--- config.mk ---
export PLATFORM = sky130hd
export DESIGN_NAME = bffa_chunk
export DESIGN_NICKNAME = d
export VERILOG_FILES = /design/src/sv/bffa_pkg.sv /design/src/sv/bffa_chunk.sv
export SDC_FILE = /design/constraint.sdc
export NUM_CORES = 1
export LEC_CHECK = 0
export BUFFER_PORTS_ARGS = -buffer_cell sky130_fd_sc_hd__buf_2
export CORE_MARGIN = 5
export CORE_UTILIZATION = 64
export DETAILED_ROUTE_END_ITERATION = 7
export MAX_ROUTING_LAYER = met4
export PLACE_DENSITY = 0.94
export SLEW_MARGIN = 20
export SYNTH_ARGS = -nofsm -noshare
export SYNTH_HDL_FRONTEND = slang
export SYNTH_SLANG_ARGS = --single-unit
--- constraint.sdc ---
create_clock -name vclk -period 18.8
set_clock_uncertainty 0.2 [all_clocks]
set_input_delay 0 -clock vclk [all_inputs]
set_output_delay 0 -clock vclk [all_outputs]
set_load 0.05 [all_outputs]
--- src/sv/bffa_pkg.sv ---
package bffa_pkg;

	// default heap geometry
	localparam int HEAP_LOG2_DEF      = 16;
	localparam int RESERVED_BYTES_DEF = 256;

	// width of unit counts (a 17-bit byte size rounds up to at most 8192 units)
	localparam int NEED_W = 14;

	// pairs handled by the chunk unit in one cycle
	localparam int CHUNK_PAIRS = 8;

	// command codes
	localparam logic CMD_ALLOC = 1'b0;
	localparam logic CMD_FREE  = 1'b1;

	// status codes
	localparam logic [1:0] ST_DONE    = 2'd0;
	localparam logic [1:0] ST_NOFIT   = 2'd1;
	localparam logic [1:0] ST_REFUSED = 2'd2;

	// bitmap pair codes
	localparam logic [1:0] PAIR_FREE  = 2'b11;
	localparam logic [1:0] PAIR_START = 2'b01;
	localparam logic [1:0] PAIR_CONT  = 2'b00;

	// what the chunk unit does with the current eight pairs
	typedef enum logic [1:0] {
		MODE_SCAN,
		MODE_MARK,
		MODE_FREE
	} mode_t;

	// chunk unit result
	typedef struct packed {
		logic [2*CHUNK_PAIRS-1:0] pairs;
		logic [NEED_W-1:0]        run;
		logic [NEED_W-1:0]        cnt;
		logic                     hit;
		logic [2:0]               pos;
	} chunk_res_t;

endpackage

--- src/sv/bffa_chunk.sv ---
module bffa_chunk (
	input  bffa_pkg::mode_t                          mode,
	input  logic [2*bffa_pkg::CHUNK_PAIRS-1:0]       pairs_in,
	input  logic [2:0]                               off,
	input  logic                                     first,
	input  logic [bffa_pkg::NEED_W-1:0]              run_in,
	input  logic [bffa_pkg::NEED_W-1:0]              need,
	input  logic [bffa_pkg::NEED_W-1:0]              cnt_in,
	output bffa_pkg::chunk_res_t                     res
);

	logic [1:0]                         pair_v;
	logic [bffa_pkg::NEED_W-1:0]        run_v;
	logic [2*bffa_pkg::CHUNK_PAIRS-1:0] pairs_v;
	logic                               hit_v;
	logic                               stop_v;
	logic [2:0]                         pos_v;
	logic [3:0]                         span;

	// pairs from off to the end of the chunk
	assign span = 4'(bffa_pkg::CHUNK_PAIRS) - {1'b0, off};

	// walk the eight pairs, unit with lowest index in the high bits
	always_comb begin
		run_v   = run_in;
		pairs_v = pairs_in;
		hit_v   = 1'b0;
		stop_v  = 1'b0;
		pos_v   = 3'd0;
		pair_v  = 2'b00;
		for (int k = 0; k < bffa_pkg::CHUNK_PAIRS; k++) begin
			pair_v = pairs_in[2*bffa_pkg::CHUNK_PAIRS-2-2*k +: 2];
			case (mode)
				bffa_pkg::MODE_SCAN: begin
					if (!hit_v) begin
						if (pair_v == bffa_pkg::PAIR_FREE) begin
							run_v = run_v + 1'b1;
						end else begin
							run_v = '0;
						end
						if (run_v >= need) begin
							hit_v = 1'b1;
							pos_v = 3'(k);
						end
					end
				end
				bffa_pkg::MODE_MARK: begin
					if (3'(k) >= off &&
					    bffa_pkg::NEED_W'(3'(k) - off) < cnt_in) begin
						pairs_v[2*bffa_pkg::CHUNK_PAIRS-2-2*k +: 2] =
							(first && 3'(k) == off) ? bffa_pkg::PAIR_START
							                        : bffa_pkg::PAIR_CONT;
					end
				end
				bffa_pkg::MODE_FREE: begin
					if (3'(k) >= off && !stop_v) begin
						if (first && 3'(k) == off) begin
							pairs_v[2*bffa_pkg::CHUNK_PAIRS-2-2*k +: 2] = bffa_pkg::PAIR_FREE;
						end else if (pair_v == bffa_pkg::PAIR_FREE ||
						             pair_v == bffa_pkg::PAIR_START) begin
							stop_v = 1'b1;
							hit_v  = 1'b1;
						end else begin
							pairs_v[2*bffa_pkg::CHUNK_PAIRS-2-2*k +: 2] = bffa_pkg::PAIR_FREE;
						end
					end
				end
				default: begin
					pairs_v = pairs_in;
				end
			endcase
		end
	end

	// marking ends in this chunk once the remaining count fits
	always_comb begin
		res       = '0;
		res.pairs = pairs_v;
		res.run   = run_v;
		res.pos   = pos_v;
		res.cnt   = cnt_in;
		res.hit   = hit_v;
		if (mode == bffa_pkg::MODE_MARK) begin
			if (cnt_in <= bffa_pkg::NEED_W'(span)) begin
				res.hit = 1'b1;
				res.cnt = '0;
			end else begin
				res.hit = 1'b0;
				res.cnt = cnt_in - bffa_pkg::NEED_W'(span);
			end
		end
	end

endmodule

# Word level (Yosys, flattened, before mapping)
# Cells that the tools add are included.
# word_totals
regBits	0
inputBits	64
# classes
n_addsub	18
order_cmp	25
n_eq_ne	25
mux	182
reduce_logical	41
# op_table
op	n
14-bit 2-to-1 mux	39
14-bit by 1-bit adder with 14-bit output (second input constant)	8
14-bit greater-or-equal comparator	8
14-bit < comparator	8
1-bit 2-to-1 mux	75
2-bit 2-to-1 mux	32
3-bit 2-to-1 mux	18
2-bit one-hot mux with 2 select lines	8
15-bit 2-to-1 mux	2
1-bit logical AND	23
2-bit by 1-bit == test with 1-bit output (second input constant)	9
2-bit == test (second input constant)	9
1-bit one-hot mux with 2 select lines	8
3-bit by 3-bit subtractor with 4-bit output (first input constant)	4
14-bit by 4-bit less-or-equal comparator with 1-bit output	1
14-bit by 4-bit subtractor with 14-bit output	1
3-bit == test (first input constant)	4
3-bit greater-or-equal comparator (first input constant)	4
1-bit logical OR	8
1-bit by 3-bit subtractor with 4-bit output (first input constant)	2
2-bit by 3-bit subtractor with 4-bit output (first input constant)	2
1-bit zero test	7
2-bit by 3-bit == test with 1-bit output (first input constant)	2
1-bit by 3-bit greater-or-equal comparator with 1-bit output (first input constant)	2
other kinds (6)	7

# Longest topological paths before layout
# depth
depth_word	49
depth_mapped	86
mapped_depth_nobuf	81

# Worst setup path after synthesis
# No wires, ideal clock.
# synth_path
kind	input to output
start	in mode[0]
end	out res[1] (netlist bit)
arrival_time_ns	14.813
path_slack_ns	3.787
cell_stages	71
path_buffers	5
path_cell_list	inv_1 > ha_1 > buf_2 > nand3_2 > clkbuf_1 > or4_1 > a2bb2o_1 > or4_1 > nor4b_1 > xnor2_1 > nor2_1 > ha_1 > a211oi_1 > o21ai_0 > o22ai_1 > and3_1 > clkbuf_1 > nand3_1 > (+35 left out) > and3_1 > and3_1 > clkbuf_1 > mux2i_1 > nor3b_1 > nand2b_1 > or3b_1 > nor3_4 > nand3_2 > o311ai_2 > o41ai_1 > ha_1 > nand4_1 > nor4_1 > a211oi_1 > nor2b_1 > nor2_1 > a21oi_1
# synth_rtl
element	line_no	rtl
start: declaration	bffa_chunk.sv:2	input bffa_pkg::mode_t mode,
end: declaration	bffa_chunk.sv:9	output bffa_pkg::chunk_res_t res

==> run metrics <==
Hold Path Origin=cnt_in[7]; layout cell share with drive strength beyond 1=11.9%; hold crit path type=in -> out; Post-DP HPWL=37.3 mm; NetSw=319 uW; Crit Path Class=in -> out; largest net degree at the start of global routing=30; mean routed wirelength per cell=21.7 um; Setup crit start=mode[0]; initial antenna violation count=2; setup_tns=0 ps; Routed WL=47.2 mm; Storage cell area=0 um2; crit end category=primary output; register area share after synthesis=0%; clkbuf count=0; Crit path required time=18,600 ps; power per cell area=35.2 nW/um2; Remaining Overflow, GRT=0; Cell Rows=51; synthesized area=12,700 um2; worst setup path end=res[2]; crit path time final=17,430 ps; width of the die=151 um; fill count=1,721; Die Y=151 um; Max stage delay on crit path=650 ps; final worst-path setup slack=1370 ps; area growth from synthesis to layout=5.96%; Slew @ Worst Pin=1140 ps; IO Port Bufs=112; Final Wtd Congestion=1.01; Setup Viol. Count Final=0; seq_cells=0; starting density of the core=65.1%; crit path DAT=17,230 ps; final slew viol count=0; crit-path max FO=17; Leak=6.04 nW; switching part of the total=67.4%; DIE AREA=22,800 um2; fin nets=2,205; Sequential Power Share=0%; syn_area_per_cell=6.90 um2; Combinational Power Share=100.0%; slowest library cell on the worst path=or4_1; P_int=154 uW; peak supply drop=0.0000294 V; worst slack at placement=1520 ps; clock share of power=0%; vias=15,200; Post-Syn Instances=1,842; antenna-violating nets left=0; achievable clock frequency=57.4 MHz; Worst setup SP type=input port; first-pass GRT wire length=74.0 mm; DRC=0; GRT Total Usage=40.9%; relative slew slack=24.0%; max_cap viols=0; Iter 0 DRT Violations=1,908; final worst path period share=92.7%; Cell variety after synth=119; syn_nets=2,141; YS warnings=0; status=completed; core box area=19,500 um2; hold_buf cts=0; final hold slack=244 ps; RSZ-0062 raised after global routing=false; router iterations before antenna repair=6; I/O pin total=112; post-DR vias/cell=7.02; vias in the first global route=14,200; final hold viol count=0
==> repair_timing <==
item | CTS | global route
gates resized for setup | 0 | 3
buffers inserted | 0 | 0
endpoints found under the setup margin | 0 | 4
==> cell usage after synthesis, types with 14 or more instances <==
cell type  instances  area (um2)
a211o_1           14         123
a211oi_1          19         143
a21o_1            59         443
a21oi_1          124         621
a31oi_1           14        87.6
and2_1            30         188
and3_1            35         219
clkbuf_1          46         173
ha_1             234        2930
inv_1             76         285
mux2_2            16         180
mux2i_1           20         200
nand2_1          177         664
nand2b_1          35         219
nand3_1           59         295
nand4_1           47         294
nor2_1           214         803
nor2b_1           30         188
nor3_1            46         230
nor4_1            25         156
o211ai_1          26         195
o21a_1            23         173
o21ai_0           90         450
or3_1             18         113
xnor2_1           60         526
==> layout by cell type, fill, tap and decap left out, drive strengths merged, types with 13 or more instances in the layout <==
cell    netlist  routed
a21o         59      59
nand3        65      65
o21a         23      23
nand2b       36      36
and2         37      37
o21ai        95      95
o211ai       29      29
a211oi       28      28
o22ai        13      13
nor3         50      50
nor2b        30      30
inv          77      77
nand2       177     177
mux2         18      18
ha          234     234
mux2i        22      22
nor4         27      27
nand4        47      47
a31oi        14      14
a21oi       126     126
xnor2        60      60
a211o        14      14
and3         36      36
or2          17      17
nor2        214     214
buf          21     130
or3          19      19
==> logic make-up after synthesis <==
kind of cell               synth area share (%)
and+or+nand+nor                            32.9
AOI/OAI and AO/OA                          30.9
adders and majority gates                  23.2
buffers and inverters                      4.58
xor gates and xnor gates                   4.90
muxes                                      3.49
==> worst min-delay path by stage <==
stage,to,cells after the start
6_report,res[11],4
5_1_grt,res[11],4
4_1_cts,res[11],4
3_5_place_dp,res[11],4
3_3_place_gp,res[11],4
2_1_floorplan,res[37],2
==> routing by layer <==
layer  track usage [%]  up-vias  share of wire (%)  wire length, um
li1                  -     7105                  -                -
met1              53.0     6989                 40            19000
met2              63.2      954                 43            20200
met3              7.15      185                 12             5600
met4              16.1        0                5.0             2370
met5                 -        -                  0                0
==> power groups by stage <==
stage | Sequential [mW] | Clock [mW] | Combinational [mW]
after floorplan | 0 | 0 | 0.337
after global placement | 0 | 0 | 0.444
after detailed placement | 0 | 0 | 0.456
after CTS | 0 | 0 | 0.459
after global routing | 0 | 0.0000000142 | 0.508
final | 0 | 0.0000000142 | 0.473
==> final cells by class <==
cell class                      instances  area (um2)  area share, %
Antenna cell                            2        5.00         0.0372
Multi-Input combinational cell       1697       12100           90.2
Tap cell                              265         332           2.46
Timing Repair Buffer                  130         696           5.17
Inverter                               77         289           2.15
==> per-stage QoR <==
stage               utilization (%)  cells  cell area, um2  power, mW
detailed placement             68.8   2169           13400      0.456
global route                   68.9   2171           13500      0.508
floorplan                         -   1842           12700      0.337
global placement               68.8   2169           13400      0.444
CTS                            68.8   2169           13400      0.459
finish                         68.9   2171           13500      0.473
==> worst max-delay path, delay by kind of cell <==
family | cells | cell delay [ps]
AO/OA/AOI/OAI | 20 | 4400
XOR/XNOR | 4 | 730
adder cells (fa/ha/maj) | 7 | 2050
buffers and inverters | 7 | 940
AND/OR/NAND/NOR | 37 | 9090
Power figures use the tool's default switching activity.
